--- src/rs485_register_access_master_core_macros.svh ---
// Assertion macros for the RS485 register access master core.
`ifndef RS485_REGISTER_ACCESS_MASTER_CORE_MACROS_SVH
`define RS485_REGISTER_ACCESS_MASTER_CORE_MACROS_SVH
`ifndef SYNTHESIS
`define RSM_ASSERT_NOW(lbl, clk, rst_n, ante, cons) \
	lbl: assert property (@(posedge clk) disable iff (!rst_n) (ante) |-> (cons)) \
		else $error("rsm check failed");
`define RSM_ASSERT_NEXT(lbl, clk, rst_n, ante, cons) \
	lbl: assert property (@(posedge clk) disable iff (!rst_n) (ante) |=> (cons)) \
		else $error("rsm check failed");
`else
`define RSM_ASSERT_NOW(lbl, clk, rst_n, ante, cons)
`define RSM_ASSERT_NEXT(lbl, clk, rst_n, ante, cons)
`endif
`endif

--- src/rsm_pkg.sv ---
// Types and constants shared by the RS485 register access master core.
package rsm_pkg;

	localparam logic [1:0] ACT_START = 2'd0;
	localparam logic [1:0] ACT_BYTE  = 2'd1;
	localparam logic [1:0] ACT_TICK  = 2'd2;

	localparam logic KIND_TX     = 1'b0;
	localparam logic KIND_STATUS = 1'b1;

	localparam logic [2:0] OUTC_OK       = 3'd0;
	localparam logic [2:0] OUTC_TIMEOUT  = 3'd1;
	localparam logic [2:0] OUTC_NACK     = 3'd2;
	localparam logic [2:0] OUTC_CHECKSUM = 3'd3;
	localparam logic [2:0] OUTC_INVALID  = 3'd4;

	localparam logic [2:0] CFG_START_MARKER  = 3'd0;
	localparam logic [2:0] CFG_CHECKSUM_SEED = 3'd1;
	localparam logic [2:0] CFG_ACK_NIBBLE    = 3'd2;
	localparam logic [2:0] CFG_NACK_NIBBLE   = 3'd3;
	localparam logic [2:0] CFG_READ8_CMD     = 3'd4;
	localparam logic [2:0] CFG_READ16_CMD    = 3'd5;

	localparam logic [2:0] REPLY_SHORT  = 3'd2;
	localparam logic [2:0] REPLY_READ8  = 3'd3;
	localparam logic [2:0] REPLY_READ16 = 3'd4;

	localparam int FRAME_MAX = 6;

	typedef struct packed {
		logic [1:0]  action;
		logic [7:0]  device_address;
		logic [7:0]  command_code;
		logic [7:0]  register_index;
		logic [7:0]  payload_low;
		logic [7:0]  payload_high;
		logic [1:0]  payload_count;
		logic [15:0] wait_limit_ms;
		logic [7:0]  incoming_byte;
	} rsm_req_t;

	typedef struct packed {
		logic        result_kind;
		logic [7:0]  transmit_byte;
		logic        frame_end;
		logic [2:0]  outcome;
		logic [15:0] read_value;
	} rsm_rsp_t;

	// everything one accepted item produces, handed to the output stage at once
	typedef struct packed {
		logic                      kind;
		logic [FRAME_MAX-1:0][7:0] bytes;
		logic [2:0]                beats;
		logic [2:0]                outcome;
		logic [15:0]               read_value;
	} rsm_bundle_t;

endpackage

--- src/rsm_req_if.sv ---
// Request channel interface.
interface rsm_req_if;
	import rsm_pkg::*;
	logic     valid;
	logic     ready;
	rsm_req_t data;
	modport source (output valid, output data, input ready);
	modport sink (input valid, input data, output ready);
endinterface

--- src/rsm_rsp_if.sv ---
// Result channel interface.
interface rsm_rsp_if;
	import rsm_pkg::*;
	logic     valid;
	logic     ready;
	rsm_rsp_t data;
	modport source (output valid, output data, input ready);
	modport sink (input valid, input data, output ready);
endinterface

--- src/rsm_cfg_if.sv ---
// Configuration write channel interface.
interface rsm_cfg_if;
	logic       valid;
	logic       ready;
	logic [2:0] index;
	logic [7:0] data;
	modport source (output valid, output index, output data, input ready);
	modport sink (input valid, input index, input data, output ready);
endinterface

--- src/rs485_register_access_master_core.sv ---
// Top level of the RS485 register access master core.
//
//  channel | dir | beat carries
//  req     | in  | action, address, command, register, payload, timeout, rx byte
//  rsp     | out | transmit byte with frame end, or status with outcome and data
//  cfg     | in  | register index and write data, always ready
//
// A received byte or a tick is taken every cycle while the output stage is free.
// A start request yields 4 to 6 transmit beats; the next item is taken in the
// cycle the last of them leaves.
// Status results are a single beat. rsp stalls hold the output stage, and req
// waits on it. Reset clears config registers to zero and returns to idle.
module rs485_register_access_master_core import rsm_pkg::*; (
	input logic clk,
	input logic arst_n,
	rsm_req_if.sink   req,
	rsm_rsp_if.source rsp,
	rsm_cfg_if.sink   cfg
);

	logic        in_fire;
	logic        has_result;
	logic        can_load;
	rsm_bundle_t bundle;

	assign cfg.ready = 1'b1;
	assign req.ready = can_load;
	assign in_fire   = req.valid && req.ready;

	rsm_ctrl u_ctrl (
		.clk        (clk),
		.arst_n     (arst_n),
		.cfg_we     (cfg.valid),
		.cfg_index  (cfg.index),
		.cfg_data   (cfg.data),
		.in_fire    (in_fire),
		.item       (req.data),
		.has_result (has_result),
		.bundle     (bundle)
	);

	rsm_emit u_emit (
		.clk       (clk),
		.arst_n    (arst_n),
		.load      (in_fire && has_result),
		.bundle    (bundle),
		.out_ready (rsp.ready),
		.out_valid (rsp.valid),
		.out_data  (rsp.data),
		.can_load  (can_load)
	);

endmodule

--- src/rsm_ctrl.sv ---
// Transaction control: config registers, frame build, reply tracking, timeout.
`include "rs485_register_access_master_core_macros.svh"
module rsm_ctrl import rsm_pkg::*; (
	input  logic        clk,
	input  logic        arst_n,
	input  logic        cfg_we,
	input  logic [2:0]  cfg_index,
	input  logic [7:0]  cfg_data,
	input  logic        in_fire,
	input  rsm_req_t    item,
	output logic        has_result,
	output rsm_bundle_t bundle
);

	logic [7:0]  start_marker_q, seed_q, read8_q, read16_q;
	logic [3:0]  ack_q, nack_q;
	logic        awaiting_q, awaiting_nxt;
	logic [2:0]  reply_len_q, reply_len_nxt;
	logic [2:0]  rcvd_q, rcvd_nxt;
	logic [7:0]  xor_q, xor_nxt;
	logic [15:0] ms_q, ms_nxt;
	logic [7:0]  reply_q [3];

	logic [1:0]  cnt;
	logic [7:0]  cmd_byte, csum, b, b0, b1, b2;
	logic [2:0]  rcvd_inc;
	logic        done, byte_we;
	logic [2:0]  outc;

	always_ff @(posedge clk or negedge arst_n) begin
		if (!arst_n) begin
			start_marker_q <= '0;
			seed_q         <= '0;
			ack_q          <= '0;
			nack_q         <= '0;
			read8_q        <= '0;
			read16_q       <= '0;
		end else if (cfg_we) begin
			unique case (cfg_index)
				CFG_START_MARKER:  start_marker_q <= cfg_data;
				CFG_CHECKSUM_SEED: seed_q <= cfg_data;
				CFG_ACK_NIBBLE:    ack_q <= cfg_data[3:0];
				CFG_NACK_NIBBLE:   nack_q <= cfg_data[3:0];
				CFG_READ8_CMD:     read8_q <= cfg_data;
				CFG_READ16_CMD:    read16_q <= cfg_data;
				default: ;
			endcase
		end
	end

	assign b        = item.incoming_byte;
	assign rcvd_inc = rcvd_q + 3'd1;
	assign done     = rcvd_inc >= reply_len_q;
	// the byte arriving now may be one that the status needs
	assign b0 = (rcvd_q[1:0] == 2'd0) ? b : reply_q[0];
	assign b1 = (rcvd_q[1:0] == 2'd1) ? b : reply_q[1];
	assign b2 = (rcvd_q[1:0] == 2'd2) ? b : reply_q[2];

	assign cnt      = (item.payload_count == 2'd3) ? 2'd2 : item.payload_count;
	assign cmd_byte = item.command_code | item.register_index;
	assign csum     = start_marker_q ^ item.device_address ^ cmd_byte
		^ ((cnt != 2'd0) ? item.payload_low : 8'h00)
		^ ((cnt == 2'd2) ? item.payload_high : 8'h00) ^ seed_q;

	always_comb begin
		priority if (b0[7:4] == nack_q) begin
			outc = OUTC_NACK;
		end else if (b0[7:4] == ack_q) begin
			outc = (reply_len_q > REPLY_SHORT && (xor_q ^ seed_q) != b)
				? OUTC_CHECKSUM : OUTC_OK;
		end else begin
			outc = OUTC_INVALID;
		end
	end

	always_comb begin
		has_result    = 1'b0;
		bundle        = '0;
		byte_we       = 1'b0;
		awaiting_nxt  = awaiting_q;
		reply_len_nxt = reply_len_q;
		rcvd_nxt      = rcvd_q;
		xor_nxt       = xor_q;
		ms_nxt        = ms_q;
		unique case (item.action)
			ACT_START: begin
				has_result      = 1'b1;
				bundle.kind     = KIND_TX;
				bundle.beats    = 3'd4 + {1'b0, cnt};
				bundle.bytes[0] = start_marker_q;
				bundle.bytes[1] = item.device_address;
				bundle.bytes[2] = cmd_byte;
				bundle.bytes[3] = (cnt == 2'd0) ? csum : item.payload_low;
				bundle.bytes[4] = (cnt == 2'd1) ? csum : item.payload_high;
				bundle.bytes[5] = csum;
				priority if (cnt != 2'd0)
					reply_len_nxt = REPLY_SHORT;
				else if (item.command_code == read8_q)
					reply_len_nxt = REPLY_READ8;
				else if (item.command_code == read16_q)
					reply_len_nxt = REPLY_READ16;
				else
					reply_len_nxt = REPLY_SHORT;
				awaiting_nxt = 1'b1;
				rcvd_nxt     = '0;
				xor_nxt      = '0;
				ms_nxt       = item.wait_limit_ms;
			end
			ACT_BYTE: begin
				if (awaiting_q) begin
					byte_we  = rcvd_q[1:0] != 2'd3;
					xor_nxt  = xor_q ^ b;
					rcvd_nxt = rcvd_inc;
					if (done) begin
						has_result     = 1'b1;
						bundle.kind    = KIND_STATUS;
						bundle.beats   = 3'd1;
						bundle.outcome = outc;
						if (outc == OUTC_OK && reply_len_q == REPLY_READ8)
							bundle.read_value = {8'h00, b1};
						else if (outc == OUTC_OK && reply_len_q == REPLY_READ16)
							bundle.read_value = {b2, b1};
						awaiting_nxt = 1'b0;
						rcvd_nxt     = '0;
						xor_nxt      = '0;
						ms_nxt       = '0;
					end
				end
			end
			ACT_TICK: begin
				if (awaiting_q) begin
					if (ms_q > 16'd1) begin
						ms_nxt = ms_q - 16'd1;
					end else begin
						has_result     = 1'b1;
						bundle.kind    = KIND_STATUS;
						bundle.beats   = 3'd1;
						bundle.outcome = OUTC_TIMEOUT;
						awaiting_nxt   = 1'b0;
						rcvd_nxt       = '0;
						xor_nxt        = '0;
						ms_nxt         = '0;
					end
				end
			end
			default: ;
		endcase
	end

	always_ff @(posedge clk or negedge arst_n) begin
		if (!arst_n) begin
			awaiting_q  <= 1'b0;
			reply_len_q <= '0;
			rcvd_q      <= '0;
			xor_q       <= '0;
			ms_q        <= '0;
		end else if (in_fire) begin
			awaiting_q  <= awaiting_nxt;
			reply_len_q <= reply_len_nxt;
			rcvd_q      <= rcvd_nxt;
			xor_q       <= xor_nxt;
			ms_q        <= ms_nxt;
		end
	end

	always_ff @(posedge clk) begin
		if (in_fire && byte_we)
			reply_q[rcvd_q[1:0]] <= b;
	end

	`RSM_ASSERT_NOW(a_len_range, clk, arst_n, awaiting_q,
		reply_len_q >= REPLY_SHORT && reply_len_q <= REPLY_READ16)
	`RSM_ASSERT_NOW(a_rcvd_below_len, clk, arst_n, awaiting_q, rcvd_q < reply_len_q)
	`RSM_ASSERT_NEXT(a_status_goes_idle, clk, arst_n,
		in_fire && has_result && bundle.kind == KIND_STATUS, !awaiting_q && rcvd_q == 3'd0)

endmodule

--- src/rsm_emit.sv ---
// Output stage: holds one item's results and hands them out one beat at a time.
`include "rs485_register_access_master_core_macros.svh"
module rsm_emit import rsm_pkg::*; (
	input  logic        clk,
	input  logic        arst_n,
	input  logic        load,
	input  rsm_bundle_t bundle,
	input  logic        out_ready,
	output logic        out_valid,
	output rsm_rsp_t    out_data,
	output logic        can_load
);

	logic [2:0]                beats_q;
	logic                      kind_q;
	logic [FRAME_MAX-1:0][7:0] bytes_q;
	logic [2:0]                outcome_q;
	logic [15:0]               value_q;
	logic                      fire;

	assign out_valid = beats_q != 3'd0;
	assign fire      = out_valid && out_ready;
	assign can_load  = !out_valid || (fire && beats_q == 3'd1);

	assign out_data.result_kind   = kind_q;
	assign out_data.transmit_byte = bytes_q[0];
	assign out_data.frame_end     = kind_q == KIND_TX && beats_q == 3'd1;
	assign out_data.outcome       = outcome_q;
	assign out_data.read_value    = value_q;

	always_ff @(posedge clk or negedge arst_n) begin
		if (!arst_n)
			beats_q <= '0;
		else if (load)
			beats_q <= bundle.beats;
		else if (fire)
			beats_q <= beats_q - 3'd1;
	end

	always_ff @(posedge clk) begin
		if (load) begin
			kind_q    <= bundle.kind;
			bytes_q   <= bundle.bytes;
			outcome_q <= bundle.outcome;
			value_q   <= bundle.read_value;
		end else if (fire) begin
			// frame shifts down so the next byte sits at the front
			bytes_q <= {8'h00, bytes_q[FRAME_MAX-1:1]};
		end
	end

	`RSM_ASSERT_NOW(a_load_when_free, clk, arst_n, load, can_load)
	`RSM_ASSERT_NOW(a_status_single, clk, arst_n,
		out_valid && kind_q == KIND_STATUS, beats_q == 3'd1)
	`RSM_ASSERT_NEXT(a_load_shows, clk, arst_n, load, out_valid)

endmodule
--- src/flat_wrapper.sv ---
// flat-port wrapper written by rule: the top's interface ports become plain ports
module rs485_register_access_master_core_flat import rsm_pkg::*;
  (clk, arst_n, req_valid, req_data, req_ready, rsp_valid, rsp_data, rsp_ready, cfg_valid, cfg_index, cfg_data, cfg_ready);
  rsm_req_if req_i ();
  rsm_rsp_if rsp_i ();
  rsm_cfg_if cfg_i ();
  input logic clk;
  input logic arst_n;
  input wire logic [$bits(req_i.valid)-1:0] req_valid;
  input wire logic [$bits(req_i.data)-1:0] req_data;
  output wire logic [$bits(req_i.ready)-1:0] req_ready;
  output wire logic [$bits(rsp_i.valid)-1:0] rsp_valid;
  output wire logic [$bits(rsp_i.data)-1:0] rsp_data;
  input wire logic [$bits(rsp_i.ready)-1:0] rsp_ready;
  input wire logic [$bits(cfg_i.valid)-1:0] cfg_valid;
  input wire logic [$bits(cfg_i.index)-1:0] cfg_index;
  input wire logic [$bits(cfg_i.data)-1:0] cfg_data;
  output wire logic [$bits(cfg_i.ready)-1:0] cfg_ready;
  assign req_i.valid = req_valid;
  assign req_i.data = req_data;
  assign req_ready = req_i.ready;
  assign rsp_valid = rsp_i.valid;
  assign rsp_data = rsp_i.data;
  assign rsp_i.ready = rsp_ready;
  assign cfg_i.valid = cfg_valid;
  assign cfg_i.index = cfg_index;
  assign cfg_i.data = cfg_data;
  assign cfg_ready = cfg_i.ready;
  rs485_register_access_master_core u_core (.clk(clk), .arst_n(arst_n), .req(req_i), .rsp(rsp_i), .cfg(cfg_i));
endmodule
--- config.mk ---
export PLATFORM = sky130hd
export DESIGN_NAME = rs485_register_access_master_core_flat
export DESIGN_NICKNAME = d
export VERILOG_FILES = /design/src/rsm_pkg.sv /design/src/rsm_req_if.sv /design/src/rsm_rsp_if.sv /design/src/rsm_cfg_if.sv /design/src/rs485_register_access_master_core.sv /design/src/rsm_ctrl.sv /design/src/rsm_emit.sv /design/src/flat_wrapper.sv
export VERILOG_INCLUDE_DIRS = /design/src /design/src/src
export SDC_FILE = /design/constraint.sdc
export NUM_CORES = 1
export LEC_CHECK = 0
export BUFFER_PORTS_ARGS = -buffer_cell sky130_fd_sc_hd__buf_2
export CAP_MARGIN = 25
export CELL_PAD_IN_SITES_DETAIL_PLACEMENT = 0
export CELL_PAD_IN_SITES_GLOBAL_PLACEMENT = 1
export CORE_AREA = 2 2 136 138
export DETAILED_ROUTE_END_ITERATION = 10
export DIE_AREA = 0 0 138 140
export PLACE_DENSITY = 0.95
export SLEW_MARGIN = 0
export SYNTH_ARGS = -nofsm -noshare
export SYNTH_HDL_FRONTEND = slang
export SYNTH_HIERARCHICAL = 1
export SYNTH_SLANG_ARGS = --single-unit
--- constraint.sdc ---
create_clock -name clk -period 10.6 [get_ports clk]
set_clock_uncertainty 0.1 [all_clocks]
set_input_delay 3.18 -clock clk [delete_from_list [all_inputs] [get_ports clk]]
set_output_delay 3.18 -clock clk [all_outputs]
set_load 0.1 [all_outputs]
## Word level (Yosys, flattened, before mapping)

Memory sizes are Yosys's and may differ from the RTL's.
Index checks and enable logic that the tools add are counted.

| cells by class | value |
|---|---|
| bitwise gates (word level) | 13 |
| muxes and demuxes | 57 |
| magnitude comparators | 3 |
| equality and inequality tests | 25 |
| reduce and logical (&&, ||, !) cells | 32 |
| add/sub/neg operators | 4 |

Operators with widths:

| operator | number |
|---|---|
| 48-bit 2-to-1 mux | 3 |
| 16-bit 2-to-1 mux | 6 |
| 8-bit 2-to-1 mux | 11 |
| 8-bit XOR | 7 |
| 16-bit case mux with 3 select lines | 1 |
| 20-bit 2-to-1 mux | 2 |
| 3-bit 2-to-1 mux | 11 |
| 8-bit case mux with 3 select lines | 1 |
| 3-bit case mux with 3 select lines | 2 |
| 8-bit equality test | 2 |
| 16-bit by 1-bit greater-than comparator with 1-bit output, second input constant | 1 |
| 2-bit AND reduction | 8 |
| 16-bit by 1-bit subtractor with 16-bit output, second input constant | 1 |
| 1-bit 2-to-1 mux | 12 |
| 2-bit != test, second input constant | 5 |
| 5-bit AND reduction | 2 |
| 3-bit by 2-bit equality test with 1-bit output, second input constant | 3 |
| 3-bit equality test, second input constant | 3 |
| 1-bit logical AND | 9 |
| 2-bit equality test, second input constant | 4 |
| 4-bit equality test | 2 |
| 4-bit 2-to-1 mux | 2 |
| 8-bit != test | 1 |
| 8-bit bitwise OR | 1 |
| 20 further kinds | 34 |

| storage, ports and cells | value |
|---|---|
| logic and storage cells | 157 |
| input port bits | 84 |
| register bits | 142 |
| memory bits (writable) | 24 |
| output and inout port bits | 32 |
| memories kept | 1 |

Memories:

| name | depth | bits a word | read ports | clocked after memory_dff | write ports | line | text |
|---|---|---|---|---|---|---|---|
| u_core.u_ctrl.reply_q | 3 | 8 | 3 | 0 | 1 | rsm_ctrl.sv:22 | `logic [7:0] reply_q [3];` |

## Depth between registers and ports, before layout

| depth | value |
|---|---|
| depth after elaboration | 14 |
| mapped depth | 14 |
| mapped depth without buffers | 12 |

## Cells and area by module

Netlist, hierarchy kept.

By module, submodules not included:

| module | area an instance (um^2) | times used | seq. area each (um^2) | cells an instance |
|---|---|---|---|---|
| rsm_ctrl | 5,995.8 | 1 | 2,377.3 | 574 |
| rsm_emit | 2,986.6 | 1 | 2,117.0 | 159 |
| rs485_register_access_master_core | 23.8 | 1 | 0.0 | 4 |

## Least setup slack after synthesis

No wires, ideal clock.

| timing path | value |
|---|---|
| path type | input-to-output |
| from | input port rsp_ready |
| to | output port req_ready |
| setup slack | 2.797 ns |
| data arrival time | 4.523 ns |
| path buffers | 0 |
| stages on the path | 2 |
| data required time | 7.320 ns |
| path through | a21oi_1 -> nor2_1 |

| on the way | value |
|---|---|
| cells in the longest elaborated chain, start to end | 3 |

Ends and longest elaborated chain:

| what | line | text |
|---|---|---|
| start, declared | flat_wrapper.sv:14 | `input wire logic [$bits(rsp_i.ready)-1:0] rsp_ready;` |
| 1-bit logical AND | rsm_emit.sv:22 | `assign fire = out_valid && out_ready;` |
| 1-bit logical AND | rsm_emit.sv:23 | `assign can_load = !out_valid \|\| (fire && beats_q == 3'd1);` |
| 1-bit logical OR | rsm_emit.sv:23 |  |
| end, declared | flat_wrapper.sv:11 | `output wire logic [$bits(req_i.ready)-1:0] req_ready;` |

No other way between the ends.

## Final worst setup path

Ends and elaborated chain as after synthesis.

==> metrics.csv <==
metric,value,unit
crit-path leading delay family,buffers and inverters,
Clock transition at path regs,0.06,ns
H-tree lvl count,4,
Non-Filler Instances,1077,
Total Nets Final,935,
Final Hold Fails,0,
Pre-antenna DRT Iters,5,
maximum cell stage delay along the critical path,0.47,ns
setup bufs post-CTS,0,
Startpoint Class,primary input,
worst reg2reg path depth,8,
sequential share of the synthesized area,49.9,%
"top cells by area, synth","edfxtp_1 29%, dfrtp_1 21%, mux2_2 7.1%",
die height,140,um
Area after DPL,0.00966,sq mm
final WL,19800,um
Crit path depth,4,
clk buf depth,2,
maximum fanout along the worst path,7,
Initial Util,50.7,%
Hold Path Stages,1,
Root Driver,clkbuf_16,
Final GP Congestion,0.796,
Wirelength per Cell,18.4,um
largest area contributor in the netlist,edfxtp_1,
Min Hold Slack,0.419,ns
I/O pin count,116,
"count leader, synth",edfxtp_1,
Final setup violation count,0,
pwr dens,228,mW/mm^2
WP data required,7.32,ns
Tcrit/Tclk final,69.2,%
post-synth top area share,29.3,%
unique cell type count in the Yosys netlist,64,
port buffer count,114,
gr ovfl total,0,
CTS sink cnt,162,
Max Fclk,136,MHz
Ys Warns,6,
worst path bufs/invs,2,
P&R area growth vs syn,14.1,%
Seq cells post-synth,162,
post-cts resize count,0,
Chip Width,138,um
Final min period,7.34,ns
top_reg_cell synth,edfxtp_1,
placed cells,1042,
Max-Cap Viols,0,
CTS tree,done,
total power,2350,uW
Leak,0.00428,uW
Mapped Cells,737,
# rows,49,
initial antenna violation count,0,
status,"complete, no violations",
Syn Area/Cell,12.2,sq um
design area,0.0103,sq mm
antenna fix cells,0,
fraction of layout cells with a size suffix above 1,29.1,%
"antenna viol nets, final",0,
Final Max Slew Viols,0,
mapped cell area,0.00901,sq mm
TNS Setup,0,ns
First DRT Iteration DRCs,463,
CTS buffer count,17,
DP HPWL,13500,um
# hold bufs at CTS,0,
vias in the first global route,5931,
CP most frequent cell,buf_2,
via count,6046,
number of enable flip-flop cells after synthesis,88,
worst-path cell chain,"buf_2, a21oi_1, nor2_1, buf_2",
Hold WC Path Type,flip-flop to flip-flop,
asr flop ratio synth,45.7,%
Synth Net Count,837,
Slew HR,34.1,%
Worst Path Arrival,4.06,ns
crit end category,output pin,
worst IR drop on VDD,160,uV
CP max stage cell,buf_2,
core area,0.0178,sq mm
RSZ-0062 raised after global routing,no,
pin count of the biggest net entering global routing,78,
Post-route DRC,0,
first-pass GRT wire length,31600,um
Die Area,0.0193,sq mm
vias per cell,5.61,
most frequent cells after synthesis,"88 x edfxtp_1, 74 x dfrtp_1, 57 x mux2_2",
GRT Util Overall,20.6,%
Crit Path Category,primary input to output pin,
Clock Latency Late Sink,0.42,ns
Worst-Margin Slew,0.983,ns
area by class of cell:
type	count	area [sq um]
clock inverters	11	115
repair buffers	123	696
inverters	21	78.8
fillers	1429	7500
well taps	229	287
multi-input cells	510	4170
flip-flops and latches	162	4490
clock buffers	21	440
power by group:
group	switching, uW	leakage [uW]	internal (uW)
Combinational	470	0.00227	334
Sequential	108	0.00174	844
Clock	245	0.000264	344
Total	823	0.00428	1520
layer usage:
layer,wire [um],global-route usage (%),vias up
li1,-,-,2883
met1,9250,29.0,2978
met2,9430,32.7,178
met3,1030,4.96,7
met4,97,4.78,0
met5,0,0,-
sequential cells by signal, indices dropped and copies added, names as in the netlist, 8 cells and up:
register,flops
u_core/u_emit/bytes_q,40
u_core/u_ctrl/reply_q,20
u_core/u_ctrl/ms_q,16
u_core/u_emit/value_q,16
u_core/u_ctrl/read16_q,8
u_core/u_ctrl/read8_q,8
u_core/u_ctrl/seed_q,8
u_core/u_ctrl/start_marker_q,8
u_core/u_ctrl/xor_q,8
u_core/u_emit/out_data,8
worst register-to-register path: cells and delay by family, from the launching register on:
kind / cells / cell delay (ns)
buffers and inverters: 1 / 0.26
AOI/OAI and AO/OA: 3 / 0.91
DFF: 1 / 0.41
and+or+nand+nor: 4 / 1.84
final timing paths:
kind | start | to | slack (ns)
max in group asynchronous | arst_n | u_core/u_ctrl/read16_q[2] | 7.19
worst max-delay path | rsp_ready | req_ready | 3.26
worst min register to register | u_core/u_ctrl/xor_q[6] | u_core/u_ctrl/xor_q[6] | 0.42
worst min-delay path | u_core/u_ctrl/xor_q[6] | u_core/u_ctrl/xor_q[6] | 0.42
min in group asynchronous | arst_n | u_core/u_ctrl/ms_q[7] | 2.64
worst max register to register | u_core/u_ctrl/ms_q[12] | u_core/u_emit/bytes_q[16] | 6.75
cells in the final DEF (no fill, tap or decap), drive strengths merged, types with 25 or more instances in the layout:
master / synthesis / layout
buf: 25 / 123
edfxtp: 88 / 88
mux2: 80 / 80
dfrtp: 74 / 74
nor2: 53 / 53
nand2: 32 / 32
and2: 30 / 30
mux2i: 29 / 29
xnor2: 28 / 28
o21ai: 25 / 25
cell families (layout without fill, tap and decap cells):
| family | Yosys count | count (layout) | synth area share (%) |
|---|---|---|---|
| adder cells (fa/ha/maj) | 16 | 16 | 2.22 |
| flip-flops | 162 | 162 | 49.9 |
| multiplexers | 109 | 109 | 14.2 |
| XOR/XNOR | 59 | 59 | 7.88 |
| AND/OR/NAND/NOR | 205 | 205 | 12.6 |
| AO/OA/AOI/OAI | 120 | 120 | 9.28 |
| buffers and inverters | 65 | 176 | 3.90 |
| other | 1 | 1 | 0.0416 |
per-stage QoR:
stage                     util [%]  setup WS (ns)
after floorplan                  -           2.80
after global placement        54.1           2.89
after detailed placement      54.3           2.95
after CTS                     57.5           3.25
after global routing          57.8           3.18
final                         57.8           3.26
Note: power is estimated with default switching activity, not from simulation.
